<file path="src/rtl/core/rme_pkg.sv">
// ----------------------------------------------------------------------------
// rme_pkg: shared types and constants of the rotation matrix to Euler core
// Holds the CORDIC arctangent table, lane layout and datapath widths.
// ----------------------------------------------------------------------------
package rme_pkg;

  // Default and largest number of CORDIC micro-rotations.
  localparam int CORDIC_STAGES_DEF = 16;
  localparam int CORDIC_STAGES_MAX = 24;

  // Square root: sixteen iterations, two per pipeline stage.
  localparam int SQRT_ITERS  = 16;
  localparam int SQRT_PER_ST = 2;
  localparam int SQRT_STAGES = SQRT_ITERS / SQRT_PER_ST;

  // CORDIC vector and angle widths.
  localparam int XW = 28;
  localparam int ZW = 36;

  // Lane numbers of the three arctangent datapaths.
  localparam int LANES      = 3;
  localparam int LANE_ROLL  = 0;
  localparam int LANE_PITCH = 1;
  localparam int LANE_YAW   = 2;

  // Output angle limit, pi in Q3.13.
  localparam logic signed [15:0] ANGLE_MAX = 16'sd25736;

  // pi/2 in Q2.30.
  localparam logic signed [ZW-1:0] HALF_PI = 36'sh06487ED50;

  // atan(2^-i) in Q2.30, truncated.
  localparam logic [31:0] ATAN_TAB [CORDIC_STAGES_MAX] = '{
    32'h3243F6A8, 32'h1DAC6705, 32'h0FADBAFC, 32'h07F56EA6, 32'h03FEAB76,
    32'h01FFD55B, 32'h00FFFAAA, 32'h007FFF55, 32'h003FFFEA, 32'h001FFFFD,
    32'h000FFFFF, 32'h0007FFFF, 32'h0003FFFF, 32'h0001FFFF, 32'h0000FFFF,
    32'h00007FFF, 32'h00003FFF, 32'h00001FFF, 32'h00000FFF, 32'h000007FF,
    32'h000003FF, 32'h000001FF, 32'h000000FF, 32'h0000007F
  };

  // The matrix entries that the conversion uses.
  typedef struct packed {
    logic signed [15:0] e00;
    logic signed [15:0] e10;
    logic signed [15:0] e20;
    logic signed [15:0] e21;
    logic signed [15:0] e22;
    logic signed [15:0] e12;
    logic signed [15:0] e11;
  } elems_t;

  // One CORDIC lane: vector, accumulated angle and zero-vector flag.
  typedef struct packed {
    logic                 zero;
    logic signed [XW-1:0] x;
    logic signed [XW-1:0] y;
    logic signed [ZW-1:0] z;
  } lane_t;

  typedef lane_t [LANES-1:0] lanes_t;

  // Negation that maps the most negative value to the most positive one.
  function automatic logic signed [15:0] neg_sat(input logic signed [15:0] v);
    logic signed [15:0] r;
    if (v == -16'sd32768) begin
      r = 16'sd32767;
    end else begin
      r = -v;
    end
    return r;
  endfunction

endpackage

</file>
<file path="src/rtl/core/rme_cordic_stage.sv">
// ----------------------------------------------------------------------------
// rme_cordic_stage: one vectoring CORDIC micro-rotation for all three lanes
// Each lane turns its vector toward the x axis by atan(2^-SHIFT).
// ----------------------------------------------------------------------------
module rme_cordic_stage #(
  parameter int SHIFT = 0
) (
  input  logic            clk,
  input  logic            rst_n,
  input  logic            valid_in,
  input  logic            sing_in,
  input  rme_pkg::lanes_t lanes_in,
  output logic            valid_out,
  output logic            sing_out,
  output rme_pkg::lanes_t lanes_out
);

  localparam logic signed [rme_pkg::ZW-1:0] ANGLE_STEP =
    rme_pkg::ZW'(rme_pkg::ATAN_TAB[SHIFT]);

  rme_pkg::lanes_t lanes_nxt;
  rme_pkg::lanes_t lanes_r;
  logic            valid_r;
  logic            sing_r;

  // Micro-rotation; both updates use the incoming x and y.
  always_comb begin
    logic signed [rme_pkg::XW-1:0] xs;
    logic signed [rme_pkg::XW-1:0] ys;
    for (int l = 0; l < rme_pkg::LANES; l++) begin
      xs = lanes_in[l].x >>> SHIFT;
      ys = lanes_in[l].y >>> SHIFT;
      lanes_nxt[l].zero = lanes_in[l].zero;
      if (lanes_in[l].y > 0) begin
        lanes_nxt[l].x = lanes_in[l].x + ys;
        lanes_nxt[l].y = lanes_in[l].y - xs;
        lanes_nxt[l].z = lanes_in[l].z + ANGLE_STEP;
      end else begin
        lanes_nxt[l].x = lanes_in[l].x - ys;
        lanes_nxt[l].y = lanes_in[l].y + xs;
        lanes_nxt[l].z = lanes_in[l].z - ANGLE_STEP;
      end
    end
  end

  // Stage valid bit.
  always_ff @(posedge clk) begin
    if (!rst_n) begin
      valid_r <= 1'b0;
    end else begin
      valid_r <= valid_in;
    end
  end

  // Stage payload.
  always_ff @(posedge clk) begin
    lanes_r <= lanes_nxt;
    sing_r  <= sing_in;
  end

  assign valid_out = valid_r;
  assign sing_out  = sing_r;
  assign lanes_out = lanes_r;

endmodule

</file>
<file path="config.mk">
export PLATFORM = sky130hd
export DESIGN_NAME = rme_cordic_stage
export DESIGN_NICKNAME = d
export VERILOG_FILES = /design/src/rtl/core/rme_pkg.sv /design/src/rtl/core/rme_cordic_stage.sv
export SDC_FILE = /design/constraint.sdc
export NUM_CORES = 1
export LEC_CHECK = 0
export BUFFER_PORTS_ARGS = -buffer_cell sky130_fd_sc_hd__buf_2
export CAP_MARGIN = 5
export CORE_MARGIN = 1.5
export CORE_UTILIZATION = 45
export CTS_CLUSTER_SIZE = 30
export DETAILED_ROUTE_END_ITERATION = 10
export PLACE_DENSITY = 0.66
export RECOVER_POWER = 50
export SYNTH_ARGS = -nofsm -noshare
export SYNTH_HDL_FRONTEND = slang
export SYNTH_SLANG_ARGS = --single-unit
</file>
<file path="constraint.sdc">
create_clock -name clk -period 8.5 [get_ports clk]
set_input_delay 0.425 -clock clk [delete_from_list [all_inputs] [get_ports clk]]
set_output_delay 0.425 -clock clk [all_outputs]
set_load 0.01 [all_outputs]
</file>
== Yosys cells after proc, flatten, opt, wreduce, memory -nomap -nowiden ==
Index checks and enable logic that the tools add are counted.
Storage, ports and cells
  register bits after elaboration: 281
  output and inout bits: 281
Operators by class
  add/subtract/negate cells: 15
  magnitude comparators: 3
  muxes and demuxes: 3
Operators by type and width (number)
  $mux 92: 3
  $sub 28x28->28: 6
  $add 36x31->36 const B: 3
  $sub 36x31->36 const B: 3
  $add 28x28->28: 3
  $gt 28x1->1 const B: 3

== Depth between registers and ports, before layout ==
  depth in word-level cells: 2
  mapped depth: 18
  depth with buffers taken out: 15

== Worst setup path before layout ==
Ideal clock, no wire load.
  path type: input to register
  start point: input lanes_in[47] (netlist bit)
  end point: register lanes_r (netlist bit lanes_out[31])
  setup time: 0.123 ns
  data arrival time: 4.242 ns
  path slack: 4.135 ns
  cell stages on the path: 17
  buffers on the path: 3
  path through: nor4_1 -> nand4_1 -> nor2_1 -> or2_2 -> clkbuf_1 -> clkbuf_1 -> buf_1 -> ha_1 -> a211oi_1 -> a21oi_1 -> o221ai_2 -> a21oi_2 -> a2111o_1 -> a211oi_2 -> o21a_2 -> o21ai_1 -> xor2_1
RTL lines
  start: declaration: RTL line rme_cordic_stage.sv:12  | input rme_pkg::lanes_t lanes_in,
  end signal: assignment: RTL line rme_cordic_stage.sv:57  | lanes_r <= lanes_nxt;
  end: declaration: RTL line rme_cordic_stage.sv:22  | rme_pkg::lanes_t lanes_r;

==> flow_summary.yaml <==
route:
  wirelength_um: 83700
  wl_met1_um: 35300
  routedWlPerCell_um: 19.6
  drc: 0
  route.met2.wl_um: 37200
  first_pass_iters: 5
  ant_nets: 0
  viasPerCell: 5.68
  drtIter0Drc: 2006
  top_layer: "met5"
  route.met3.wl_um: 8310
  via_count: 24300
worst_hold_path:
  hold_path_depth: 2
  min_path_type: "primary input to flop"
  hold_start: "valid_in"
synthesis:
  syn_inst: 3049
  synth_top_family_by_area: "compound AO/OA/AOI/OAI gates"
  synth-simple-area-share_pct: 15.3
  synthTopCellsByArea: "dfxtp_1 (23%), ha_1 (18%), xnor2_1 (7.6%)"
  synth.distinct_cells: 84
  synth_top_area_share_pct: 23.2
  synth_fp_nets: 3683
  synth_top_area_cell: "dfxtp_1"
  synth_seq_area_share_pct: 23.2
  synth-seq-cells: 278
  avgSynthCellArea_um2: 7.86
  synth_enable_flop_cells: 0
  syn_area_mm2: 0.0240
  ys_warn_count: 0
  synthAdderAreaFrac_pct: 18.7
  synth_xor_area_share_pct: 9.28
  synthMuxAreaShare_pct: 1.09
  ys_async_sr_fraction_pct: 0
  synth_compound_area_share_pct: 26.1
  ys.flop_type: "dfxtp_1"
timing:
  slew_headroom_pct: 27.2
  drv_slew: 0
  rsz0062_at_grt: "no"
  fin_crit_ps: 4750
  tns_ps: 0
  setup_ws_ps: 3750
  fmax_ghz: 0.211
  fin_crit_sh_pct: 55.9
  worst_slew_pin_slew_ps: 1090
  final-setup-viol-count: 0
  hold_viol_final: 0
clock_network:
  post_cts_resized: 0
  cts_max_path_buffers: 3
  cts_root_buffer: "clkbuf_16"
  tritoncts: "yes"
  h-tree-depth: 2
  clock_sinks: 278
  clk_pin_slew_ps: 60
  cts_made_buffers: 36
  post_cts_buffers: 0
floorplan:
  coreArea_mm2: 0.0527
  initial_core_util_pct: 45.5
  io_pins: 564
  dieArea_mm2: 0.0547
  num_rows: 84
  die_y_um: 234
  die_w_um: 234
pwr:
  power.leakage_uw: 0.0131
  vdd_drop_max_mv: 0.156
  finalPower_uw: 5250
  power_density_mw_per_mm2: 186
final_layout:
  final_core_util_pct: 53.6
  final_net_count: 4184
  final_area_mm2: 0.0282
  area_growth_pct: 17.7
  layout-drive-gt1-share_pct: 11.5
worst_setup_path:
  worstPathArrival_ps: 5240
  start_kind: "primary input"
  required_ps: 8990
  startpoint: "lanes_in[57]"
  end_kind: "flop"
  crit_fanout: 48
  critPathKind: "primary input to flop"
placed_design:
  preCtsSetupSlack_ps: 3050
  gp_congestion: 0.993
  port-buffer-count: 563
  dp_hpwl_um: 67100
  place_area_mm2: 0.0272
global_route:
  grt_usage_pct: 29.1
  grt_max_degree: 64
  grt_pass1_vias: 22100
  antenna_found_initial: 10
  overflow: 0
  grt_pass1_wl_um: 125000
run_status:
  status: "completed"
job:
  cap_violations: 0
worst paths after layout:
kind / to / slack (ps)
hold / removal: valid_out$_SDFF_PN0_ / 60
setup / recovery: lanes_out[32]$_DFF_P_ / 3750
registers in the layout, indices dropped and copies added (netlist names):
register   cells
lanes_out    276
valid_out      1
sing_out       1
synthesized netlist by cell type (9+ instances only):
cell	number
a21oi_1	355
ha_1	339
dfxtp_1	278
inv_1	269
nor2_1	239
xnor2_1	209
o21ai_0	193
nand2_1	148
a21o_1	108
clkbuf_1	88
nor3_1	63
nand3_1	58
o21bai_1	52
xor2_1	45
nor2b_1	42
nand2b_1	41
a211oi_1	36
a31oi_1	34
nor4_1	30
o31ai_1	28
and3_1	26
mux2i_1	26
nand4_1	25
o21a_1	21
o211ai_1	19
buf_1	18
and2_1	16
or2_2	14
nand3b_1	13
fa_1	12
or4_1	10
a2111oi_0	9
a211o_1	9
a221oi_1	9
or3_1	9
cell type report:
| class | count | area, µm² |
|---|---|---|
| fillers | 5268 | 24400 |
| multi-input cells | 2378 | 16900 |
| flip-flops and latches | 278 | 5570 |
| repair buffers | 582 | 2660 |
| inverters | 274 | 1030 |
| clock buffers | 44 | 951 |
| well taps | 688 | 861 |
| clock inverters | 21 | 243 |
| diodes | 4 | 10.0 |
metal layers:
metal / GRT usage [%] / vias to the layer above
met2: 46.7 / 1129
met1: 37.7 / 11200
met5: 0 / -
li1: - / 11800
met4: 9.68 / 12
met3: 7.53 / 181
metrics by stage:
step | instances | hold WS, ps
floorplan | 3049 | 453
global placement | 4187 | 528
detailed placement | 4187 | 529
CTS | 4265 | 33.3
global route | 4266 | 59.4
finish | 4269 | 60.8
cells in the final DEF, fill, tap and decap left out, drive strengths merged, types with 11 or more instances in the layout:
| cell type | count |
|---|---|
| a21oi | 357 |
| ha | 339 |
| clkbuf | 309 |
| buf | 304 |
| dfxtp | 278 |
| inv | 274 |
| nor2 | 239 |
| xnor2 | 209 |
| o21ai | 199 |
| nand2 | 148 |
| a21o | 108 |
| nor3 | 63 |
| nand3 | 58 |
| o21bai | 52 |
| xor2 | 45 |
| nor2b | 42 |
| nand2b | 41 |
| a211oi | 37 |
| a31oi | 34 |
| nor4 | 30 |
| o31ai | 29 |
| and3 | 26 |
| mux2i | 26 |
| nand4 | 25 |
| o21a | 22 |
| o211ai | 20 |
| and2 | 16 |
| or2 | 14 |
| clkinv | 14 |
| nand3b | 13 |
| dlygate4sd3 | 13 |
| fa | 12 |
| a21boi | 11 |
cell families after synthesis:
group,count (synthesis)
fa+ha+maj,351
compound gates,992
buf+inv,393
flops,278
xor+xnor,254
mux,26
simple gates,755
worst max-delay path, stage by stage:
cell and delay (ps):
buf_2 130, nor4_1 550, nand3_1 270, nor2_1 140
or2_2 610, inv_2 290, buf_4 380, ha_1 460
a21o_1 230, a21o_1 190, a211oi_1 340, or4_1 170
a31oi_1 40, or4_1 430, a31o_2 250, a21oi_1 180
xnor2_1 140
power by group:
part / leakage [µW] / internal [µW] / total (µW) / switching [µW]
Combinational: 0.0102 / 736 / 1990 / 1250
Clock: 0.000574 / 902 / 1550 / 648
Sequential: 0.00235 / 1600 / 1710 / 108
Total: 0.0131 / 3240 / 5250 / 2010
what timing repair did:
item                       4_1_cts  5_1_grt
setup endpoints to repair        0        0
hold endpoints to repair        13        0
hold buffers                    13        0
(Power assumes the default switching activity.)
