<file path="src/rtl/core/rme_pkg.sv">
// ----------------------------------------------------------------------------
// rme_pkg: shared types and constants of the rotation matrix to Euler core
// Holds the CORDIC arctangent table, lane layout and datapath widths.
// ----------------------------------------------------------------------------
package rme_pkg;

  // Default and largest number of CORDIC micro-rotations.
  localparam int CORDIC_STAGES_DEF = 16;
  localparam int CORDIC_STAGES_MAX = 24;

  // Square root: sixteen iterations, two per pipeline stage.
  localparam int SQRT_ITERS  = 16;
  localparam int SQRT_PER_ST = 2;
  localparam int SQRT_STAGES = SQRT_ITERS / SQRT_PER_ST;

  // CORDIC vector and angle widths.
  localparam int XW = 28;
  localparam int ZW = 36;

  // Lane numbers of the three arctangent datapaths.
  localparam int LANES      = 3;
  localparam int LANE_ROLL  = 0;
  localparam int LANE_PITCH = 1;
  localparam int LANE_YAW   = 2;

  // Output angle limit, pi in Q3.13.
  localparam logic signed [15:0] ANGLE_MAX = 16'sd25736;

  // pi/2 in Q2.30.
  localparam logic signed [ZW-1:0] HALF_PI = 36'sh06487ED50;

  // atan(2^-i) in Q2.30, truncated.
  localparam logic [31:0] ATAN_TAB [CORDIC_STAGES_MAX] = '{
    32'h3243F6A8, 32'h1DAC6705, 32'h0FADBAFC, 32'h07F56EA6, 32'h03FEAB76,
    32'h01FFD55B, 32'h00FFFAAA, 32'h007FFF55, 32'h003FFFEA, 32'h001FFFFD,
    32'h000FFFFF, 32'h0007FFFF, 32'h0003FFFF, 32'h0001FFFF, 32'h0000FFFF,
    32'h00007FFF, 32'h00003FFF, 32'h00001FFF, 32'h00000FFF, 32'h000007FF,
    32'h000003FF, 32'h000001FF, 32'h000000FF, 32'h0000007F
  };

  // The matrix entries that the conversion uses.
  typedef struct packed {
    logic signed [15:0] e00;
    logic signed [15:0] e10;
    logic signed [15:0] e20;
    logic signed [15:0] e21;
    logic signed [15:0] e22;
    logic signed [15:0] e12;
    logic signed [15:0] e11;
  } elems_t;

  // One CORDIC lane: vector, accumulated angle and zero-vector flag.
  typedef struct packed {
    logic                 zero;
    logic signed [XW-1:0] x;
    logic signed [XW-1:0] y;
    logic signed [ZW-1:0] z;
  } lane_t;

  typedef lane_t [LANES-1:0] lanes_t;

  // Negation that maps the most negative value to the most positive one.
  function automatic logic signed [15:0] neg_sat(input logic signed [15:0] v);
    logic signed [15:0] r;
    if (v == -16'sd32768) begin
      r = 16'sd32767;
    end else begin
      r = -v;
    end
    return r;
  endfunction

endpackage

</file>
<file path="src/rtl/core/rme_sqrt_stage.sv">
// ----------------------------------------------------------------------------
// rme_sqrt_stage: one pipeline stage of the integer square root
// Runs two restoring digit iterations and carries the matrix entries along.
// ----------------------------------------------------------------------------
module rme_sqrt_stage #(
  parameter int BASE_ITER = 0
) (
  input  logic            clk,
  input  logic            rst_n,
  input  logic            valid_in,
  input  logic [31:0]     rem_in,
  input  logic [31:0]     res_in,
  input  rme_pkg::elems_t elems_in,
  output logic            valid_out,
  output logic [31:0]     rem_out,
  output logic [31:0]     res_out,
  output rme_pkg::elems_t elems_out
);

  logic [31:0] rem_nxt;
  logic [31:0] res_nxt;
  logic        valid_r;
  logic [31:0] rem_r;
  logic [31:0] res_r;
  rme_pkg::elems_t elems_r;

  // Two iterations of the digit-by-digit root.
  always_comb begin
    logic [31:0] bitv;
    logic [31:0] trial;
    rem_nxt = rem_in;
    res_nxt = res_in;
    for (int j = 0; j < rme_pkg::SQRT_PER_ST; j++) begin
      bitv  = 32'd1 << (30 - 2 * (BASE_ITER + j));
      trial = res_nxt + bitv;
      if (rem_nxt >= trial) begin
        rem_nxt = rem_nxt - trial;
        res_nxt = (res_nxt >> 1) + bitv;
      end else begin
        res_nxt = res_nxt >> 1;
      end
    end
  end

  // Stage valid bit.
  always_ff @(posedge clk) begin
    if (!rst_n) begin
      valid_r <= 1'b0;
    end else begin
      valid_r <= valid_in;
    end
  end

  // Stage payload.
  always_ff @(posedge clk) begin
    rem_r   <= rem_nxt;
    res_r   <= res_nxt;
    elems_r <= elems_in;
  end

  assign valid_out = valid_r;
  assign rem_out   = rem_r;
  assign res_out   = res_r;
  assign elems_out = elems_r;

endmodule

</file>
<file path="config.mk">
export PLATFORM = sky130hd
export DESIGN_NAME = rme_sqrt_stage
export DESIGN_NICKNAME = d
export VERILOG_FILES = /design/src/rtl/core/rme_pkg.sv /design/src/rtl/core/rme_sqrt_stage.sv
export SDC_FILE = /design/constraint.sdc
export NUM_CORES = 1
export LEC_CHECK = 0
export BUFFER_PORTS_ARGS = -buffer_cell sky130_fd_sc_hd__buf_4
export CORE_ASPECT_RATIO = 0.7
export CORE_MARGIN = 1
export CORE_UTILIZATION = 48
export DETAILED_ROUTE_END_ITERATION = 10
export GPL_ROUTABILITY_DRIVEN = 0
export GPL_TIMING_DRIVEN = 1
export PLACE_DENSITY = 0.81
export SLEW_MARGIN = 20
export SYNTH_ARGS = -nofsm -noshare
export SYNTH_HDL_FRONTEND = slang
export SYNTH_SLANG_ARGS = --single-unit
export TNS_END_PERCENT = 1
</file>
<file path="constraint.sdc">
create_clock -name clk -period 5.52 [get_ports clk]
set_clock_uncertainty 0.1 [all_clocks]
set_input_delay 0.276 -clock clk [delete_from_list [all_inputs] [get_ports clk]]
set_output_delay 0.276 -clock clk [all_outputs]
set_load 0.05 [all_outputs]
</file>
# Word level (Yosys, flattened, before mapping)

Cells that the tools add are included.

Register bits: 177
Input bits: 179
Logic and storage cells: 23

Add/sub/neg operators: 6
$lt $le $gt $ge: 2
Muxes and demuxes: 4

Operators with widths:

| cell                     | number |
|---|---|
| $mux W32                 | 3 |
| $ge A32 B32 Y1           | 2 |
| $sub A32 B32 Y32         | 2 |
| $add A31 B29 Y32 const B | 1 |
| $add A31 B31 Y32 const B | 1 |
| $add A32 B29 Y32 const B | 1 |
| $add A32 B31 Y32 const B | 1 |
| $mux W31                 | 1 |

# Depth between registers and ports, before layout

Depth in word-level cells: 6
Depth in mapped cells: 26
Mapped depth without buffers: 24

# Least setup slack after synthesis

Ideal clock, no wire load.

Kind: input port to flip-flop
From: input rem_in[0]
To: register rem_r[28] (netlist: rem_out[28])
Library setup time: 0.121 ns
Arrival: 4.598 ns
Slack: 0.701 ns
Cell stages on the path: 24
Buffers on the path: 1
Cells stage by stage: inv_1 > ha_1 > inv_1 > fa_1 > a21oi_1 > o221ai_1 > a21oi_1 > o21ai_1 > a21oi_1 > o21ai_2 > buf_2 > o21ai_0 > ha_1 > inv_1 > fa_1 > a211oi_1 > o21ai_0 > o21a_1 > o31a_1 > a31o_2 > a21bo_2 > a21oi_1 > xnor2_1 > mux2_2

Word-level cells in the longest chain between the ends: 5
Elaborated cells between the ends (all ways): 8
Classes of those cells: add/sub (3); order compare (2); mux (3)

RTL lines:

| what                                                      | RTL line                                   | RTL |
|---|---|---|
| from (decl)                                               | rme_sqrt_stage.sv:11                       | `input logic [31:0] rem_in,` |
| $ge A32 B32 Y1                                            | rme_sqrt_stage.sv:36                       | `if (rem_nxt >= trial) begin` |
| $mux W32                                                  | rme_sqrt_stage.sv:36                       |  |
| $add A32 B29 Y32                                          | rme_sqrt_stage.sv:35                       | `trial = res_nxt + bitv;` |
| $sub A32 B32 Y32 / $ge A32 B32 Y1 (equally long branches) | rme_sqrt_stage.sv:37, rme_sqrt_stage.sv:36 |  |
| $mux W32 *                                                | rme_sqrt_stage.sv:36                       |  |
| named net rem_nxt[28]                                     | rme_sqrt_stage.sv:20                       | `logic [31:0] rem_nxt;` |
| to (signal assigned)                                      | rme_sqrt_stage.sv:56                       | `rem_r <= rem_nxt;` |
| to (decl)                                                 | rme_sqrt_stage.sv:23                       | `logic [31:0] rem_r;` |

The timed path passes the listed nets; every way through them passes the cells marked *.
A chain may end at the register's enable or synchronous reset.

# Final worst setup path

From: input res_in[13]
To: register rem_r[25] (netlist: rem_out[25])

Word-level cells in the longest chain between the ends: 6
Elaborated cells between the ends (all ways): 10
Classes of those cells: add/sub (5); order compare (2); mux (3)

RTL lines:

| what                                                      | RTL line                                   | RTL |
|---|---|---|
| from (decl)                                               | rme_sqrt_stage.sv:12                       | `input logic [31:0] res_in,` |
| $add A32 B31 Y32                                          | rme_sqrt_stage.sv:35                       |  |
| $ge A32 B32 Y1                                            | rme_sqrt_stage.sv:36                       |  |
| $mux W32                                                  | rme_sqrt_stage.sv:36                       |  |
| $add A32 B29 Y32                                          | rme_sqrt_stage.sv:35                       |  |
| $sub A32 B32 Y32 / $ge A32 B32 Y1 (equally long branches) | rme_sqrt_stage.sv:37, rme_sqrt_stage.sv:36 |  |
| $mux W32 *                                                | rme_sqrt_stage.sv:36                       |  |
| named net rem_nxt[25]                                     | rme_sqrt_stage.sv:20                       |  |

Marked as above.

==> results by stage <==
Status:
- The flow ran to the end, and the final reports show no timing, DRC or antenna violations.

CTS:
- The number of sinks driven by the clock tree is 177.
- The number of buffers on the longest clock path is 2.
- CTS placed an instance of sky130_fd_sc_hd__clkbuf_16 at the clock tree root.
- TritonCTS created 17 clock buffers.
- The buffers inserted during post-CTS setup optimization is 0.
- TritonCTS built the clock tree.
- After clock tree synthesis, the clock-pin slew on the worst setup and hold paths is 0.07 ns.
- The H-tree was split into 4 levels.

GRT:
- The initial antenna violation count is 0.
- The number of global-route vias before repair came to 8069.
- The first global-routing pass estimated 45300 um of wire.
- The global router's overall resource usage is 0.355.
- Entering global routing, the biggest net connects 36 pins.
- Global routing finished with a remaining overflow of 0.

STA:
- The transition at the pin with the smallest max-transition slack is 0.570 ns.
- The total count of hold-check failures in the final report is 0.
- The worst slew margin relative to its limit is 0.618.
- In the post-route analysis, the smallest setup slack over all paths is 0.103 ns.
- The final critical path time including I/O delays and setup is 5.42 ns.
- Setup violations remaining at the end of the flow were counted as 0.
- Setup repair after global routing could not meet its margin everywhere.
- Timing would allow up to 185 MHz.
- The final worst-path cycle share is 0.981.
- The final count of pins violating max slew was 0.
- For the final routed database, the setup TNS stands at 0 ns.

Drt:
- The average detailed-routed wire length per instance is 20.0 um.
- The length of the first detailed-routing pass in iterations is 5.
- The count of routing violations after the opening detailed-route iteration is 922.
- Once detail routing completed, the nets flagged for antenna violations numbered 0.
- The per-cell via count in the routed design is 5.37.
- The post-detailed-routing wire length is 31800 um.
- The DRC violations left is 0.
- The routed via count is 8513.

Logic synthesis:
- The synthesized area per cell is 9.64 um^2.
- The cell count after synthesis came out at 831.
- The synthesized net count is 1080.
- In this run, synthesis inferred 0 flip-flops with an integrated enable.
- The number of storage elements in the synthesis netlist is 177.
- The netlist uses 64 different library cells.
- The Yosys step of the flow raised 0 warnings.
- The commonest register cell after synthesis is sky130_fd_sc_hd__dfxtp_1.
- The fraction of synthesis flops using an asynchronous set or reset pin is 0.
- The mapped netlist covers 8010 um^2.
- The sequential area share after synthesis is 0.442.

Power and ir drop:
- The power share of the sequential group is 0.293.
- The share of total power dissipated in combinational logic is 0.465.
- For this design the ratio of total power to cell area is 403 nW/um^2.
- The net switching share of the total power is 0.422.
- The static leakage is 6.27 nW.
- The worst ir drop on vdd is 0.000312 V.
- Of the total power, the clock network draws 0.242.
- Summed over all nets, the switching power comes to 2.24 mW.
- The post-route total power is 5.29 mW.
- The internal portion of total power is 3.06 mW.

Final layout:
- The fraction of final layout cells sized beyond drive strength 1 is 0.344.
- The finished layout cell area is 13100 um^2.
- From synthesis to final layout, the design area changed by 64.1%.
- The filler cell count in the final layout is 1080.
- The share of the core filled with cells in the final layout is 0.807.
- For this run, the post-layout net count is 1596.

Setup path:
- The kind of start point of the critical path is an input port.
- Data on the critical path is required at its endpoint by 5.74 ns.
- The arrival time at the worst endpoint is 5.64 ns.
- STA classifies the critical path endpoint as a register.
- In this run the worst path has a maximum fanout of 31.
- The worst setup path is of the in -> reg kind.

Place:
- The placement-stage cell area is 11000 um^2.
- The post-DP HPWL is 22000 um.
- The number of buffer cells added on primary ports is 355.
- The pre-CTS setup slack is -0.0174 ns.

Floorplanning:
- The initial utilization of the core area, before any placement, comes to 0.491.
- The die outline width is 156 um.
- The die covers 17200 um^2.
- The floorplan has 39 rows.
- The I/O pin count is 356.
- The die extent in y is 110 um.
- The area of the core is 16300 um^2.

Job:
- Across the run, the number of max-cap violations was 0.

Hold path:
- In this run the worst hold path is classified as in -> reg.
## placed cells by master, fill, tap and decap left out, types with 7 or more instances in the layout
cell type	instances
sky130_fd_sc_hd__a21o_1	30
sky130_fd_sc_hd__a21oi_1	98
sky130_fd_sc_hd__a31oi_1	12
sky130_fd_sc_hd__and3_1	7
sky130_fd_sc_hd__buf_4	376
sky130_fd_sc_hd__clkbuf_16	17
sky130_fd_sc_hd__dfxtp_1	177
sky130_fd_sc_hd__dlygate4sd3_1	143
sky130_fd_sc_hd__ha_1	67
sky130_fd_sc_hd__inv_1	50
sky130_fd_sc_hd__mux2_2	36
sky130_fd_sc_hd__nand2_1	51
sky130_fd_sc_hd__nand3_1	19
sky130_fd_sc_hd__nand4_1	9
sky130_fd_sc_hd__nor2_1	53
sky130_fd_sc_hd__nor3_1	11
sky130_fd_sc_hd__o21ai_0	33
sky130_fd_sc_hd__o21bai_1	9
sky130_fd_sc_hd__xnor2_1	38
sky130_fd_sc_hd__xor2_1	19
## logic make-up (layout without fill, tap and decap cells)
kind of cell | after synthesis | in the layout | synth area share
AOI/OAI and AO/OA | 241 | 241 | 0.190
xor gates and xnor gates | 57 | 57 | 0.0623
adders and majority gates | 70 | 70 | 0.112
buffers and inverters | 75 | 604 | 0.0383
DFF | 177 | 177 | 0.442
muxes | 40 | 40 | 0.0569
other | 0 | 1 | 0
and+or+nand+nor | 171 | 171 | 0.0982
## through the flow
stage               cells  hold WS [ns]
finish               1586        0.0795
CTS                  1585        0.0895
global placement     1410         0.280
detailed placement   1410         0.281
floorplan             831         0.204
global route         1585         0.124
## worst max-delay path, cell delays in order
cell and delay (ns):
sky130_fd_sc_hd__dlygate4sd3_1 0.57, sky130_fd_sc_hd__buf_4 0.12, sky130_fd_sc_hd__inv_1 0.06, sky130_fd_sc_hd__ha_1 0.42, sky130_fd_sc_hd__nand2_1 0.15, sky130_fd_sc_hd__a2111o_1 0.36, sky130_fd_sc_hd__o21ai_1 0.16, sky130_fd_sc_hd__a21oi_1 0.11
sky130_fd_sc_hd__o21ai_4 0.29, sky130_fd_sc_hd__buf_12 0.25, sky130_fd_sc_hd__mux2_2 0.38, sky130_fd_sc_hd__ha_1 0.38, sky130_fd_sc_hd__a21oi_1 0.16, sky130_fd_sc_hd__nor2_1 0.06, sky130_fd_sc_hd__a211oi_1 0.39, sky130_fd_sc_hd__a31oi_1 0.20
sky130_fd_sc_hd__o22ai_2 0.26, sky130_fd_sc_hd__o21ai_1 0.14, sky130_fd_sc_hd__buf_4 0.16, sky130_fd_sc_hd__o31ai_1 0.31, sky130_fd_sc_hd__xnor2_1 0.12, sky130_fd_sc_hd__mux2_2 0.28
## metal layers
layer | routed length [um] | GRT usage | vias up
li1 | - | - | 3978
met1 | 12800 | 0.449 | 3987
met3 | 2970 | 0.0852 | 58
met5 | 0 | 0 | -
met2 | 15000 | 0.583 | 490
met4 | 1010 | 0.146 | 0
## flip-flops by register name, indices dropped and copies added (netlist names)
signal / flops
elems_out: 112
rem_out: 32
res_out: 32
valid_out: 1
## power groups by stage
stage	sequential, mW	clock (mW)	combinational [mW]
detailed placement	1.56	0	2.28
global route	1.56	1.34	2.58
finish	1.55	1.28	2.46
floorplan	2.22	0	0.898
CTS	1.54	1.26	2.38
global placement	1.57	0	2.25
## repair_timing
action                                  CTS  global route
endpoints found under the setup margin    0            36
hold buffers                            143             0
endpoints found under the hold margin   142             0
gates resized for setup                   0            13
## layout make-up
type	instances	area, um^2	area share
Multi-Input combinational cell	579	4210	0.320
Timing Repair Buffer	522	4310	0.328
Sequential cell	177	3540	0.270
Tap cell	225	282	0.0214
Clock inverter	15	186	0.0142
Inverter	50	188	0.0143
Antenna cell	1	2.50	0.000190
Clock buffer	17	425	0.0324
## worst paths after layout
path / start / endpoint / cells after the start / slack, ns
worst max-delay path: res_in[13] / rem_out[25] / 22 / 0.10
worst min-delay path: res_in[1] / rem_out[0] / 3 / 0.08
## cell usage after synthesis (all sizes together) (3+ instances only)
| cell type | instances | area [um^2] |
|---|---|---|
| dfxtp | 177 | 3540 |
| a21oi | 102 | 518 |
| ha | 67 | 838 |
| nor2 | 53 | 199 |
| nand2 | 52 | 198 |
| inv | 50 | 188 |
| o21ai | 41 | 220 |
| mux2 | 38 | 435 |
| xnor2 | 38 | 333 |
| a21o | 30 | 225 |
| nand3 | 19 | 95.1 |
| xor2 | 19 | 166 |
| buf | 14 | 76.3 |
| a31oi | 13 | 81.3 |
| clkbuf | 11 | 42.5 |
| nor3 | 11 | 55.1 |
| nand4 | 9 | 56.3 |
| o21bai | 9 | 67.6 |
| a211oi | 8 | 70.1 |
| and3 | 7 | 43.8 |
| nand2b | 6 | 37.5 |
| o21a | 6 | 45.0 |
| nor2b | 4 | 25.0 |
| o221ai | 4 | 35.0 |
| fa | 3 | 60.1 |
| o31ai | 3 | 27.5 |
No activity file was read; power rests on OpenSTA's default activity.
